--- src/fps_pkg.sv ---
// ----------------------------------------------------------------------------
// Frame pixel statistics package
// Shared widths, register indexes and controller/datapath command types.
// ----------------------------------------------------------------------------
package fps_pkg;

  localparam int unsigned MAX_FRAME_PIXELS_DEF = 1048576;

  localparam int unsigned CFG_INDEX_W = 2;
  localparam logic [CFG_INDEX_W-1:0] REG_SAMPLE_FORMAT  = 2'd0;
  localparam logic [CFG_INDEX_W-1:0] REG_EXCLUDE_ENABLE = 2'd1;
  localparam logic [CFG_INDEX_W-1:0] REG_EXCLUDE_VALUE  = 2'd2;

  localparam logic [1:0] FMT_U8      = 2'd0;
  localparam logic [1:0] FMT_S16     = 2'd1;
  localparam logic [1:0] FMT_U16     = 2'd2;
  // code three reads the same as unsigned 16-bit
  localparam logic [1:0] FMT_U16_ALT = 2'd3;

  localparam int unsigned CFG_DATA_W = 17;
  localparam int unsigned PIX_W      = 17;
  localparam int unsigned COUNT_W    = 21;
  localparam int unsigned SUM_W      = 38;
  localparam int unsigned SQ_W       = 53;
  localparam int unsigned MAG_W      = 37;
  localparam int unsigned WIDE_W     = 76;
  localparam int unsigned PROD_W     = 96;
  localparam int unsigned DEN_W      = 42;
  localparam int unsigned QUO_W      = 64;
  localparam int unsigned MEAN_W     = 25;
  localparam int unsigned DEV_W      = 24;
  localparam int unsigned FRAME_W    = 16;
  localparam int unsigned MEAN_NUM_W = 45;

  // relative variance threshold, one part in a million
  localparam logic [19:0] VAR_SCALE = 20'd1000000;

  localparam logic signed [PIX_W-1:0] MIN_INIT = 17'sd65535;
  localparam logic signed [PIX_W-1:0] MAX_INIT = -17'sd32768;

  // Controller to datapath
  typedef struct packed {
    logic accumulate;
    logic latch_frame;
    logic mul_step;
    logic div_mean_start;
    logic div_mean_step;
    logic div_var_start;
    logic div_var_step;
    logic sqrt_start;
    logic sqrt_step;
    logic finish;
  } fps_cmd_t;

  // Datapath to controller
  typedef struct packed {
    logic mul_done;
    logic div_done;
    logic sqrt_done;
  } fps_status_t;

endpackage

--- src/fps_datapath.sv ---
// ----------------------------------------------------------------------------
// Frame pixel statistics datapath
// Accumulators, end-of-frame serial multiply, shift-subtract divider and root.
// ----------------------------------------------------------------------------
module fps_datapath #(
  parameter int unsigned MAX_FRAME_PIXELS = fps_pkg::MAX_FRAME_PIXELS_DEF
) (
  input  logic                                clk,
  input  logic                                rst,
  input  fps_pkg::fps_cmd_t                   cmd,
  output fps_pkg::fps_status_t                status,
  input  logic [1:0]                          sample_format,
  input  logic                                exclude_enable,
  input  logic signed [fps_pkg::PIX_W-1:0]    exclude_value,
  input  logic [15:0]                         pixel_raw,
  output logic [fps_pkg::FRAME_W-1:0]         frame_number,
  output logic [fps_pkg::COUNT_W-1:0]         pixel_count,
  output logic signed [fps_pkg::MEAN_W-1:0]   mean_q8,
  output logic [fps_pkg::DEV_W-1:0]           deviation_q8,
  output logic signed [fps_pkg::PIX_W-1:0]    min_value,
  output logic signed [fps_pkg::PIX_W-1:0]    max_value,
  output logic                                frame_too_long
);
  import fps_pkg::*;

  localparam logic [COUNT_W-1:0] MAX_CNT = COUNT_W'(MAX_FRAME_PIXELS);

  localparam logic [5:0] LEN_N     = 6'(COUNT_W);
  localparam logic [5:0] LEN_MAG   = 6'(MAG_W);
  localparam logic [5:0] LEN_SCALE = 6'd20;

  typedef enum logic [2:0] {
    MUL_NQ, MUL_SS, MUL_DEN, MUL_SCALE, MUL_DONE
  } mul_sel_t;

  // running accumulators
  logic [COUNT_W-1:0]       count_acc;
  logic signed [SUM_W-1:0]  sum_acc;
  logic [SQ_W-1:0]          square_sum_acc;
  logic signed [PIX_W-1:0]  running_min, running_max;
  logic                     overflow_seen;
  logic [FRAME_W-1:0]       frame_counter;

  logic [COUNT_W-1:0]       count_next;
  logic signed [SUM_W-1:0]  sum_next;
  logic [SQ_W-1:0]          square_sum_next;
  logic signed [PIX_W-1:0]  min_next, max_next;
  logic                     overflow_next;

  logic signed [PIX_W-1:0]  pix;
  logic                     counted;
  logic [33:0]              pix_sq;

  always_comb begin
    if (sample_format == FMT_U8) begin
      pix = PIX_W'($signed({9'd0, pixel_raw[7:0]}));
    end else if (sample_format == FMT_S16) begin
      pix = PIX_W'($signed(pixel_raw));
    end else begin
      pix = $signed({1'b0, pixel_raw});
    end
    counted = !(exclude_enable && pix == exclude_value);
    pix_sq  = $unsigned(34'(pix) * 34'(pix));
  end

  // accumulator update including the pixel of this transaction
  always_comb begin
    count_next      = count_acc;
    sum_next        = sum_acc;
    square_sum_next = square_sum_acc;
    min_next        = running_min;
    max_next        = running_max;
    overflow_next   = overflow_seen;
    if (counted) begin
      if (count_acc >= MAX_CNT) begin
        overflow_next = 1'b1;
      end else begin
        count_next      = count_acc + COUNT_W'(1);
        sum_next        = sum_acc + SUM_W'(pix);
        square_sum_next = square_sum_acc + SQ_W'(pix_sq);
        if (pix < running_min) min_next = pix;
        if (pix > running_max) max_next = pix;
      end
    end
  end

  // frame snapshot
  logic [COUNT_W-1:0]       n_r;
  logic                     neg_r;
  logic [MAG_W-1:0]         mag_r;
  logic [SQ_W-1:0]          q_r;

  // shift-add multiplier, one multiplier bit per cycle: nQ, S*S, n*(n-1), d*1e6
  mul_sel_t                 mul_sel;
  logic                     mul_busy;
  logic [5:0]               mul_cnt;
  logic [PROD_W-1:0]        mul_a, mul_p, mul_sum;
  logic [MAG_W-1:0]         mul_b;
  logic [WIDE_W-1:0]        nq_r, ss_r;
  logic [DEN_W-1:0]         den_r;
  logic [PROD_W-1:0]        dsc_r;

  always_comb mul_sum = mul_p + (mul_b[0] ? mul_a : '0);

  // shift-subtract divider, one quotient bit per cycle
  logic [WIDE_W+16-1:0]     div_num;
  logic [DEN_W-1:0]         div_den;
  logic [DEN_W:0]           div_rem;
  logic [QUO_W-1:0]         div_quo;
  logic                     div_sat;
  logic [6:0]               div_cnt;
  logic [6:0]               div_len;

  logic [DEN_W:0]           rem_shift;
  logic                     rem_ge;
  always_comb begin
    rem_shift = {div_rem[DEN_W-1:0], div_num[WIDE_W+16-1]};
    rem_ge    = rem_shift >= {1'b0, div_den};
  end

  // integer root, two bits per step
  logic [QUO_W-1:0]         sq_x, sq_res, sq_bit;
  logic [QUO_W-1:0]         sq_trial;
  always_comb sq_trial = sq_res + sq_bit;

  // mean quotient is needed after the variance division reuses the divider
  logic [QUO_W-1:0]         mean_hold;

  // variance checks
  logic [WIDE_W-1:0]        d_w;
  logic                     var_zero;
  always_comb begin
    d_w      = nq_r - ss_r;
    var_zero = (n_r <= COUNT_W'(1)) || (nq_r < ss_r)
            || (dsc_r < PROD_W'(nq_r) + PROD_W'(ss_r));
  end

  always_ff @(posedge clk) begin
    if (rst) begin
      count_acc      <= '0;
      sum_acc        <= '0;
      square_sum_acc <= '0;
      running_min    <= MIN_INIT;
      running_max    <= MAX_INIT;
      overflow_seen  <= 1'b0;
      frame_counter  <= '0;
      mul_sel        <= MUL_NQ;
      mul_busy       <= 1'b0;
      div_cnt        <= '0;
      sq_bit         <= '0;
    end else begin
      if (cmd.accumulate) begin
        count_acc      <= count_next;
        sum_acc        <= sum_next;
        square_sum_acc <= square_sum_next;
        running_min    <= min_next;
        running_max    <= max_next;
        overflow_seen  <= overflow_next;
      end
      if (cmd.latch_frame) begin
        n_r            <= count_next;
        neg_r          <= sum_next[SUM_W-1];
        mag_r          <= sum_next[SUM_W-1] ? MAG_W'(-sum_next) : MAG_W'(sum_next);
        q_r            <= square_sum_next;
        frame_number   <= frame_counter;
        pixel_count    <= count_next;
        frame_too_long <= overflow_next;
        min_value      <= (count_next == '0) ? '0 : min_next;
        max_value      <= (count_next == '0) ? '0 : max_next;
        mean_q8        <= '0;
        deviation_q8   <= '0;
        mul_sel        <= MUL_NQ;
        mul_busy       <= 1'b0;
        count_acc      <= '0;
        sum_acc        <= '0;
        square_sum_acc <= '0;
        running_min    <= MIN_INIT;
        running_max    <= MAX_INIT;
        overflow_seen  <= 1'b0;
        frame_counter  <= frame_counter + FRAME_W'(1);
      end
      if (cmd.mul_step) begin
        if (!mul_busy) begin
          mul_p    <= '0;
          mul_busy <= 1'b1;
          unique case (mul_sel)
            MUL_NQ: begin
              mul_a   <= PROD_W'(q_r);
              mul_b   <= MAG_W'(n_r);
              mul_cnt <= LEN_N;
            end
            MUL_SS: begin
              mul_a   <= PROD_W'(mag_r);
              mul_b   <= mag_r;
              mul_cnt <= LEN_MAG;
            end
            MUL_DEN: begin
              mul_a   <= PROD_W'(n_r - COUNT_W'(1));
              mul_b   <= MAG_W'(n_r);
              mul_cnt <= LEN_N;
            end
            MUL_SCALE: begin
              mul_a   <= PROD_W'(d_w);
              mul_b   <= MAG_W'(VAR_SCALE);
              mul_cnt <= LEN_SCALE;
            end
            default: ;
          endcase
        end else begin
          mul_p   <= mul_sum;
          mul_a   <= mul_a << 1;
          mul_b   <= mul_b >> 1;
          mul_cnt <= mul_cnt - 6'd1;
          if (mul_cnt == 6'd1) begin
            mul_busy <= 1'b0;
            unique case (mul_sel)
              MUL_NQ: begin
                nq_r    <= WIDE_W'(mul_sum);
                mul_sel <= MUL_SS;
              end
              MUL_SS: begin
                ss_r    <= WIDE_W'(mul_sum);
                mul_sel <= MUL_DEN;
              end
              MUL_DEN: begin
                den_r   <= DEN_W'(mul_sum);
                mul_sel <= MUL_SCALE;
              end
              MUL_SCALE: begin
                dsc_r   <= mul_sum;
                mul_sel <= MUL_DONE;
              end
              default: ;
            endcase
          end
        end
      end
      if (cmd.div_mean_start) begin
        div_num <= (WIDE_W+16)'({mag_r, 8'd0}) << (WIDE_W+16-MEAN_NUM_W);
        div_den <= DEN_W'(n_r);
        div_rem <= '0;
        div_quo <= '0;
        div_sat <= 1'b0;
        div_cnt <= '0;
        div_len <= 7'(MEAN_NUM_W);
      end
      if (cmd.div_var_start) begin
        div_num <= {d_w, 16'd0};
        div_den <= den_r;
        div_rem <= '0;
        div_quo <= '0;
        div_sat <= 1'b0;
        div_cnt <= '0;
        div_len <= 7'(WIDE_W+16);
      end
      if (cmd.div_mean_step || cmd.div_var_step) begin
        div_num <= div_num << 1;
        div_rem <= rem_ge ? rem_shift - {1'b0, div_den} : rem_shift;
        div_quo <= {div_quo[QUO_W-2:0], rem_ge};
        if (div_quo[QUO_W-1]) div_sat <= 1'b1;
        div_cnt <= div_cnt + 7'd1;
      end
      if (cmd.sqrt_start) begin
        sq_x   <= div_sat ? '1 : div_quo;
        sq_res <= '0;
        sq_bit <= {2'b01, {(QUO_W-2){1'b0}}};
      end
      if (cmd.sqrt_step) begin
        if (sq_x >= sq_trial) begin
          sq_x   <= sq_x - sq_trial;
          sq_res <= (sq_res >> 1) + sq_bit;
        end else begin
          sq_res <= sq_res >> 1;
        end
        sq_bit <= sq_bit >> 2;
      end
      if (cmd.finish) begin
        if (n_r != '0) begin
          mean_q8 <= neg_r ? -MEAN_W'(mean_hold) : MEAN_W'(mean_hold);
          if (!var_zero) begin
            deviation_q8 <= (sq_res > QUO_W'(24'hFFFFFF)) ? '1 : DEV_W'(sq_res);
          end
        end
      end
    end
  end

  always_ff @(posedge clk) begin
    if (cmd.div_var_start) mean_hold <= div_quo;
  end

  always_comb begin
    status.mul_done  = (mul_sel == MUL_DONE);
    status.div_done  = (div_cnt == div_len);
    status.sqrt_done = (sq_bit == '0);
  end
endmodule

--- src/fps_controller.sv ---
// ----------------------------------------------------------------------------
// Frame pixel statistics controller
// Sequences accumulate, end-of-frame multiply, divisions and root.
// ----------------------------------------------------------------------------
module fps_controller (
  input  logic                  clk,
  input  logic                  rst,
  input  logic                  in_valid,
  output logic                  in_ready,
  input  logic                  last_in_frame,
  output logic                  out_valid,
  input  logic                  out_ready,
  output fps_pkg::fps_cmd_t     cmd,
  input  fps_pkg::fps_status_t  status
);
  import fps_pkg::*;

  typedef enum logic [3:0] {
    ST_RUN, ST_MUL, ST_DIVM_GO, ST_DIVM, ST_DIVV_GO, ST_DIVV,
    ST_SQRT_GO, ST_SQRT, ST_DONE, ST_OUT
  } state_t;

  state_t state;
  logic   accept;

  assign in_ready = (state == ST_RUN) || (state == ST_OUT && out_ready);
  assign accept   = in_valid && in_ready;

  always_comb begin
    cmd = '0;
    cmd.accumulate  = accept;
    cmd.latch_frame = accept && last_in_frame;
    unique case (state)
      ST_MUL:     cmd.mul_step       = !status.mul_done;
      ST_DIVM_GO: cmd.div_mean_start = 1'b1;
      ST_DIVM:    cmd.div_mean_step  = !status.div_done;
      ST_DIVV_GO: cmd.div_var_start  = 1'b1;
      ST_DIVV:    cmd.div_var_step   = !status.div_done;
      ST_SQRT_GO: cmd.sqrt_start     = 1'b1;
      ST_SQRT:    cmd.sqrt_step      = !status.sqrt_done;
      ST_DONE:    cmd.finish         = 1'b1;
      default:    ;
    endcase
  end

  always_ff @(posedge clk) begin
    if (rst) begin
      state     <= ST_RUN;
      out_valid <= 1'b0;
    end else begin
      unique case (state)
        ST_RUN:     if (accept && last_in_frame) state <= ST_MUL;
        ST_MUL:     if (status.mul_done) state <= ST_DIVM_GO;
        ST_DIVM_GO: state <= ST_DIVM;
        ST_DIVM:    if (status.div_done) state <= ST_DIVV_GO;
        ST_DIVV_GO: state <= ST_DIVV;
        ST_DIVV:    if (status.div_done) state <= ST_SQRT_GO;
        ST_SQRT_GO: state <= ST_SQRT;
        ST_SQRT:    if (status.sqrt_done) state <= ST_DONE;
        ST_DONE: begin
          state     <= ST_OUT;
          out_valid <= 1'b1;
        end
        ST_OUT: begin
          if (out_ready) begin
            out_valid <= 1'b0;
            state     <= (accept && last_in_frame) ? ST_MUL : ST_RUN;
          end
        end
        default:    state <= ST_RUN;
      endcase
    end
  end
endmodule

--- src/frame_pixel_statistics.sv ---
// ----------------------------------------------------------------------------
// Frame pixel statistics
// Per-frame count, mean, sample deviation, min and max over a pixel stream.
// ----------------------------------------------------------------------------
//  channel | signals                                     | direction
//  --------+---------------------------------------------+----------
//  input   | in_valid/in_ready, pixel_raw, last_in_frame | in
//  output  | out_valid/out_ready, result fields          | out
//  config  | cfg_valid/cfg_ready, cfg_index, cfg_data    | in
//
// One pixel per cycle within a frame. After the last pixel the block runs
// four serial products on one shift-add multiplier, a 45-step and a 92-step
// division on one shared divider, and a 32-step root, then offers the
// result. Input stalls meanwhile; the next frame's first pixel is taken in
// the cycle its result transaction completes. Reset clears the accumulators,
// frame counter, configuration and control state, but not the result fields.
module frame_pixel_statistics #(
  parameter int unsigned MAX_FRAME_PIXELS = fps_pkg::MAX_FRAME_PIXELS_DEF
) (
  input  logic                                clk,
  input  logic                                rst,
  input  logic                                in_valid,
  output logic                                in_ready,
  input  logic [15:0]                         pixel_raw,
  input  logic                                last_in_frame,
  output logic                                out_valid,
  input  logic                                out_ready,
  output logic [fps_pkg::FRAME_W-1:0]         frame_number,
  output logic [fps_pkg::COUNT_W-1:0]         pixel_count,
  output logic signed [fps_pkg::MEAN_W-1:0]   mean_q8,
  output logic [fps_pkg::DEV_W-1:0]           deviation_q8,
  output logic signed [fps_pkg::PIX_W-1:0]    min_value,
  output logic signed [fps_pkg::PIX_W-1:0]    max_value,
  output logic                                frame_too_long,
  input  logic                                cfg_valid,
  output logic                                cfg_ready,
  input  logic [fps_pkg::CFG_INDEX_W-1:0]     cfg_index,
  input  logic [fps_pkg::CFG_DATA_W-1:0]      cfg_data
);
  import fps_pkg::*;

  logic [1:0]              sample_format;
  logic                    exclude_enable;
  logic signed [PIX_W-1:0] exclude_value;
  fps_cmd_t                cmd;
  fps_status_t             status;

  assign cfg_ready = 1'b1;

  always_ff @(posedge clk) begin
    if (rst) begin
      sample_format  <= '0;
      exclude_enable <= 1'b0;
      exclude_value  <= '0;
    end else if (cfg_valid) begin
      unique case (cfg_index)
        REG_SAMPLE_FORMAT:  sample_format  <= cfg_data[1:0];
        REG_EXCLUDE_ENABLE: exclude_enable <= cfg_data[0];
        REG_EXCLUDE_VALUE:  exclude_value  <= $signed(cfg_data);
        default:            ;
      endcase
    end
  end

  fps_controller u_ctrl (
    .clk, .rst, .in_valid, .in_ready, .last_in_frame,
    .out_valid, .out_ready, .cmd, .status
  );

  fps_datapath #(.MAX_FRAME_PIXELS(MAX_FRAME_PIXELS)) u_dp (
    .clk, .rst, .cmd, .status, .sample_format, .exclude_enable, .exclude_value,
    .pixel_raw, .frame_number, .pixel_count, .mean_q8, .deviation_q8,
    .min_value, .max_value, .frame_too_long
  );

`ifndef NO_ASSERTIONS
  a_no_take_busy: assert property (@(posedge clk) disable iff (rst)
    (out_valid && !out_ready) |-> !in_ready) else $error("input taken while result held");
  a_out_hold: assert property (@(posedge clk) disable iff (rst)
    (out_valid && !out_ready) |=> out_valid) else $error("result dropped");
  a_dev_zero: assert property (@(posedge clk) disable iff (rst)
    (out_valid && pixel_count <= 21'd1) |-> deviation_q8 == '0) else $error("deviation set");
`endif
endmodule
--- config.mk ---
export PLATFORM = sky130hd
export DESIGN_NAME = frame_pixel_statistics
export DESIGN_NICKNAME = d
export VERILOG_FILES = /design/src/fps_pkg.sv /design/src/fps_datapath.sv /design/src/fps_controller.sv /design/src/frame_pixel_statistics.sv
export SDC_FILE = /design/constraint.sdc
export NUM_CORES = 2
export LEC_CHECK = 0
export BUFFER_PORTS_ARGS = -buffer_cell sky130_fd_sc_hd__buf_2
export CORE_MARGIN = 10
export CORE_UTILIZATION = 35
export CTS_CLUSTER_DIAMETER = 100
export DETAILED_ROUTE_END_ITERATION = 8
export PLACE_DENSITY_LB_ADDON = 0.25
export SKIP_CTS_REPAIR_TIMING = 1
export SYNTH_ARGS = -nofsm -noshare
export SYNTH_HDL_FRONTEND = slang
export SYNTH_SLANG_ARGS = --single-unit
--- constraint.sdc ---
create_clock -name clk -period 9.54 [get_ports clk]
set_input_delay 0.954 -clock clk [delete_from_list [all_inputs] [get_ports clk]]
set_output_delay 0.954 -clock clk [all_outputs]
set_load 0.01 [all_outputs]
Yosys cells after proc, flatten, opt, wreduce, memory -nomap -nowiden --
Cells that the tools add are included.
Storage, ports and cells: bits of input ports 41, flip-flop bits (word level) 1381, output and inout port bits 124
Cells by class: bitwise gates (word level) 1, order comparisons 9, multiply operators 1, $add $sub $neg 16, reduce and logical (&&, ||, !) cells 43, muxes and demuxes 89, equality and inequality tests 25
Operators by type and width (count):
- $mux W64 | 10
- $pmux W96 S4 | 1
- $mux W92 | 3
- $mux W42 | 6
- $mux W96 | 2
- $mux W17 | 8
- $mux W62 | 2
- $mux W24 | 5
- $pmux W37 S3 | 1
- $mux W53 | 2
- $mux W25 | 4
- $add A96 B96 Y96 | 1
- $lt A96 B96 Y1 | 1
- $add A76 B76 Y77 | 1
- $lt A76 B76 Y1 | 1
- $mux W38 | 2
- $sub A76 B76 Y76 | 1
- $add A63 B63 Y64 | 1
- $add A64 B63 Y64 | 1
- $ge A64 B64 Y1 | 1
- $gt A64 B24 Y1 const B | 1
- $logic_not A64 Y1 | 1
- $sub A64 B64 Y64 | 1
- $add A53 B34 Y53 | 1
- other kinds (59) | 126

Longest topological paths before layout --
word-level depth 10, gate-level depth with buffers 41

Cells and area by module --
A second synthesis with hierarchy kept.
Unflattened totals: cell total of the unflattened synthesis 10079, area total of the unflattened synthesis 97254.5 µm²
Modules (own cells, without submodules):
- fps_datapath | sequential area each 37666.1 µm², times used 1, area an instance 95839.4 µm², cells an instance 9931
- frame_pixel_statistics | sequential area each 400.4 µm², times used 1, area an instance 915.9 µm², cells an instance 88
- fps_controller | sequential area each 100.1 µm², times used 1, area an instance 499.2 µm², cells an instance 60

Worst setup path after synthesis --
OpenSTA, ideal clock, no wires.
kind input to register, start input rst, end register u_dp.div_num[16], enable pin, arrival 9.138 ns, stages 4, path buffers 3, library setup time 0.728 ns, slack -0.325 ns, cell sequence clkbuf_1 -> clkbuf_1 -> clkbuf_1 -> nor2_1
On the way: longest elaborated chain between the ends 2
RTL lines:
- start, declared | line frame_pixel_statistics.sv:21 | input logic rst,
- $not A1 Y1 (no source line)
- $reduce_and A2 Y1 (no source line)
- end signal, assigned | line fps_datapath.sv:239 | div_num <= (WIDE_W+16)'({mag_r, 8'd0}) << (WIDE_W+16-MEAN_NUM_W);
- end signal, assigned | line fps_datapath.sv:248 | div_num <= {d_w, 16'd0};
- end signal, assigned | line fps_datapath.sv:257 | div_num <= div_num << 1;
- end, declared | line fps_datapath.sv:106 | logic [WIDE_W+16-1:0] div_num;
Every way passes these cells. A chain may end at the register's enable or synchronous reset.

Final worst setup path --
start register sample_format[1], end register u_dp.q_r[38], data pin
On the way: longest elaborated chain between the ends 7
RTL lines:
- start, declared | line frame_pixel_statistics.sv:42 | logic [1:0] sample_format;
- start signal, assigned | line frame_pixel_statistics.sv:57 | REG_SAMPLE_FORMAT: sample_format <= cfg_data[1:0];
- $eq A2 B1 Y1 | line fps_datapath.sv:57 | end else if (sample_format == FMT_S16) begin
- $mux W17 | line fps_datapath.sv:57
- $mux W17 (*) | line fps_datapath.sv:55 | if (sample_format == FMT_U8) begin
- $mul A17 B17 Y34 | line fps_datapath.sv:63 | pix_sq = $unsigned(34'(pix) * 34'(pix));
- $add A53 B34 Y53 | line fps_datapath.sv:80 | square_sum_next = square_sum_acc + SQ_W'(pix_sq);
- $mux W53 | line fps_datapath.sv:75 | if (count_acc >= MAX_CNT) begin
- $mux W53 (*) | line fps_datapath.sv:74 | if (counted) begin
- named net u_dp.square_sum_next[38] | line fps_datapath.sv:46 | logic [SQ_W-1:0] square_sum_next;
- end signal, assigned | line fps_datapath.sv:164 | q_r <= square_sum_next;
- end, declared | line fps_datapath.sv:91 | logic [SQ_W-1:0] q_r;
Mark *: on every way through the listed nets, which the timed path passes. The rest lies on a longest branch.

==> impl.org <==
** Timing
- Final setup violating endpoints :: 0
- Clock period minus worst slack :: about 9.0 ns
- Hold slack :: roughly 0.34 ns
- Final-report max-slew violation count :: 0
- Sum of negative setup slack :: 0 ns
- At the pin with the least slew margin, the transition time is ~1.3 ns.
- Based on the critical path, the design can be clocked at up to about 110 MHz.
- Final Cycle Share :: 0.943
- Headroom to the max-slew limit came out at 0.148.
- Total count of hold-check failures in the final report :: 0
- The clock arrives with approximately 0.068 ns of skew.
- Setup repair after global routing left no endpoint under its margin.

** Clock network
- TritonCTS created ~170 clock buffers.
- CTS saw 1348 sinks.
- Number of H-tree levels :: 4
- Source-to-sink clock delay at the later pin of the worst-skew pair :: ~0.84 ns
- TritonCTS built the clock tree.
- CTS placed an instance of sky130_fd_sc_hd__clkbuf_16 at the clock tree root.
- The clock passes through at most 4 buffers.
- Reg clk slew, reported paths :: around 0.060 ns

** Synth
- In the synthesized netlist, the number of instances is between 10000 and 15000.
- Synth warn :: 0
- In the post-synthesis netlist, the biggest area contributors are sky130_fd_sc_hd__edfxtp_1 (34%), sky130_fd_sc_hd__ha_1 (9.0%), sky130_fd_sc_hd__fa_1 (5.7%), sky130_fd_sc_hd__dfxtp_1 (4.7%), sky130_fd_sc_hd__nand2_1 (4.1%).
- Counting flops and latches in the post-synthesis netlist gives ~1300.
- Count of flip-flops with a built-in enable after synthesis :: 1117
- Async S/R FF share, synth :: 0
- In the post-synthesis netlist, the cell with the most instances is sky130_fd_sc_hd__edfxtp_1.
- The share of synthesized area in the top cell type comes to 0.344.
- Net count after synthesis :: approximately 11000
- Number of different library cells in the post-synthesis netlist :: between 100 and 150
- Of all cell types, the one taking the most synthesized area is sky130_fd_sc_hd__edfxtp_1.
- A synthesized cell averages about 9.4 sq um.
- Sequential fraction of the synthesis area :: 0.392
- Flip-flop cell with the highest count after synthesis :: sky130_fd_sc_hd__edfxtp_1
- Cell area after synthesis :: between 90000 and 100000 sq um
- List of most frequent post-synthesis cells :: sky130_fd_sc_hd__edfxtp_1 (1117), sky130_fd_sc_hd__nand2_1 (1076), sky130_fd_sc_hd__nor2_1 (812)

** Power
- For this design the ratio of total power to cell area is 157 nW/um^2.
- Across the VDD grid, the largest voltage drop is about 0.15 mV.
- The analysis attributes to cell leakage a power of ~0.043 uW.
- PnR Total Power :: ~17000 uW

** Place
- Port buffer count :: ~160
- Global placement routability congestion :: between 0.9 and 1
- Detailed placement ended at an HPWL of 237000 um.
- Once placement completed, the tool counted placed cells totaling 13900.

** Drt
- Number of DRC markers after the initial detailed-route iteration :: a little over 7000
- In the routed layout, each cell is associated on average with a via count of ~5.5.
- After detailed routing, the average wire length per cell comes to 22.0 um.
- The count of nets left with antenna violations once routing finished came out at 0.
- Vias :: between 70000 and 80000
- The routed design has roughly 310000 um of wire.
- For this run, design rule violations remaining after detail routing come to 0.
- Length of the first detailed-routing pass in iterations :: 6

** GRT
- The first global-routing pass estimated approximately 470000 um of wire.
- Aggregate global routing overflow :: 0
- Across every metal layer, demand over resource in global routing totals 0.198.
- Entering global routing, the biggest net connects 109 pins.
- The initial antenna violation count is 8.
- The number of global-route vias before repair is 75900.

** Layout
- Combined area of the multi-input logic cells :: about 55000 sq um
- Fin cells :: 14200
- Register cell area after layout :: approximately 38000 sq um
- The area growth from synthesis to layout is 10.3%.
- Once layout is complete, the utilization of the core stands at 0.389.
- Of the cells placed in the final design, the portion with a size suffix greater than 1 is 0.0653.
- The layout has ~28000 filler cells.
- Number of nets in the finished design :: around 11000

** Flow run
- The tool flagged a number of max-cap violations equal to 0.

** Die
- The floorplan has 193 rows.
- Measured along the y axis, the die boundary spans about 550 um.
- Core area :: 277000 sq um
- 165 I/O pins were placed.
- Initial Utilization :: 0.352
- The die covers around 300000 sq um.
- Width of the die :: between 500 and 600 um

** Worst setup path
- Critical path type :: reg2reg
- Cell count along the critical path :: 36
- Critical path's top delay family :: adder cells
- Buffering stage count on the worst path with inverters included :: 5
- Worst Setup SP :: sample_format[1]
- Highest-delay cell along the critical path :: sky130_fd_sc_hd__fa_1
- Measured in cells, the most critical reg-to-reg path has a length of 36.
- Longest individual stage delay on the worst path :: approximately 0.6 ns
- The cell that appears most often on the critical path is sky130_fd_sc_hd__a21o_1.
- Following the worst setup path forward leads to its endpoint at u_dp.q_r[38].
- For the worst setup path, the data arrival time is 9.55 ns.
- In this run the register-to-register setup slack is about 0.54 ns.
- Origin of the critical flop-to-flop path :: sample_format[1]
- Data on the critical path is required at its endpoint by 10.09 ns.
- CP max FO :: 13
- In this run the critical register-to-register path is captured at u_dp.q_r[38].
- STA classifies the critical path startpoint as a flop.
- Endpoint class of the critical path :: flop

** Min path
- In this run the worst hold path is classified as in2reg.
- The worst hold path begins at cfg_data[2].

** Outcome
- The run finished with clean final reports.
## cells in the final DEF, fill, tap and decap left out, drive strengths merged, types with 154 or more instances in the layout
cell	synthesis	routed
edfxtp	1117	1117
nand2	1076	1076
nor2	812	812
a21oi	794	794
inv	711	719
ha	699	699
o21ai	611	611
xnor2	439	439
and2	353	353
buf	80	303
xor2	283	283
fa	276	276
a21o	259	259
dfxtp	231	231
nand3	212	212
clkbuf	439	212
nor3	154	154
## sequential cells by signal (all words and copies together), names as in the netlist, 25 cells and up
signal	count
u_dp.div_num	76
u_dp.mul_a	96
u_dp.sq_res	64
u_dp.div_rem	42
u_dp.dsc_r	96
u_dp.mag_r	37
u_dp.nq_r	76
u_dp.mean_q8	25
u_dp.den_r	42
u_dp.sum_acc	38
u_dp.mul_b	37
u_dp.div_den	42
u_dp.square_sum_acc	53
u_dp.mul_p	96
u_dp.sq_x	64
u_dp.mean_hold	25
u_dp.q_r	53
u_dp.div_quo	64
u_dp.ss_r	76
u_dp.sq_bit	32
## metrics by stage
stage                     cell area (sq um)  worst slack [ns]
after floorplan                       97500            0.0425
after global placement               102000            0.0132
after detailed placement             102000            -0.160
after CTS                            107000            0.0438
after global routing                 108000            0.0375
final                                108000             0.541
## worst min-delay path, delay by kind of cell
kind                   cells  cell delay (ns)
AOI/OAI and AO/OA          1             0.05
buffers and inverters      1             0.09
and+or+nand+nor            1             0.04
## report_power, final
part           internal, uW  switching (uW)
Sequential             6760             204
Combinational          1340            2250
Clock                  3670            2670
Total                 11800            5130
## worst min-delay path by stage
stage / to / slack, ns / cells past startpoint
global route: exclude_value[16] / 0.32 / 3
finish: exclude_value[2] / 0.34 / 3
floorplan: u_dp.frame_number[15] / 0.42 / 0
CTS: exclude_value[2] / 0.28 / 3
global placement: u_dp.frame_number[15] / 0.44 / 0
detailed placement: u_dp.frame_number[15] / 0.44 / 0
## logic make-up (layout without fill, tap and decap cells)
group	after synthesis	after routing	share of synthesized area
and+or+nand+nor	3352	3352	0.165
AOI/OAI and AO/OA	2656	2656	0.172
DFF	1348	1348	0.392
buffers and inverters	1234	1315	0.0486
adders and majority gates	975	975	0.146
xor gates and xnor gates	722	722	0.0650
muxes	112	112	0.0116
other	1	10	0.0000385
## routing by layer
metal,up-vias,wire (um),global-route usage
met5,-,27,0
met4,4,9220,0.0558
met3,443,19900,0.0268
met2,2675,132000,0.296
met1,38600,151000,0.298
li1,37000,-,-
## final cells by class
| type | count | share of cell area |
|---|---|---|
| Clock buffer | 212 | 0.0415 |
| Tap cell | 3705 | 0.0431 |
| Clock inverter | 85 | 0.00787 |
| Timing Repair Buffer | 303 | 0.0177 |
| Sequential cell | 1348 | 0.355 |
| Multi-Input combinational cell | 7818 | 0.510 |
| Inverter | 715 | 0.0250 |
| Antenna cell | 9 | 0.000209 |
Power figures use the tool's default switching activity.
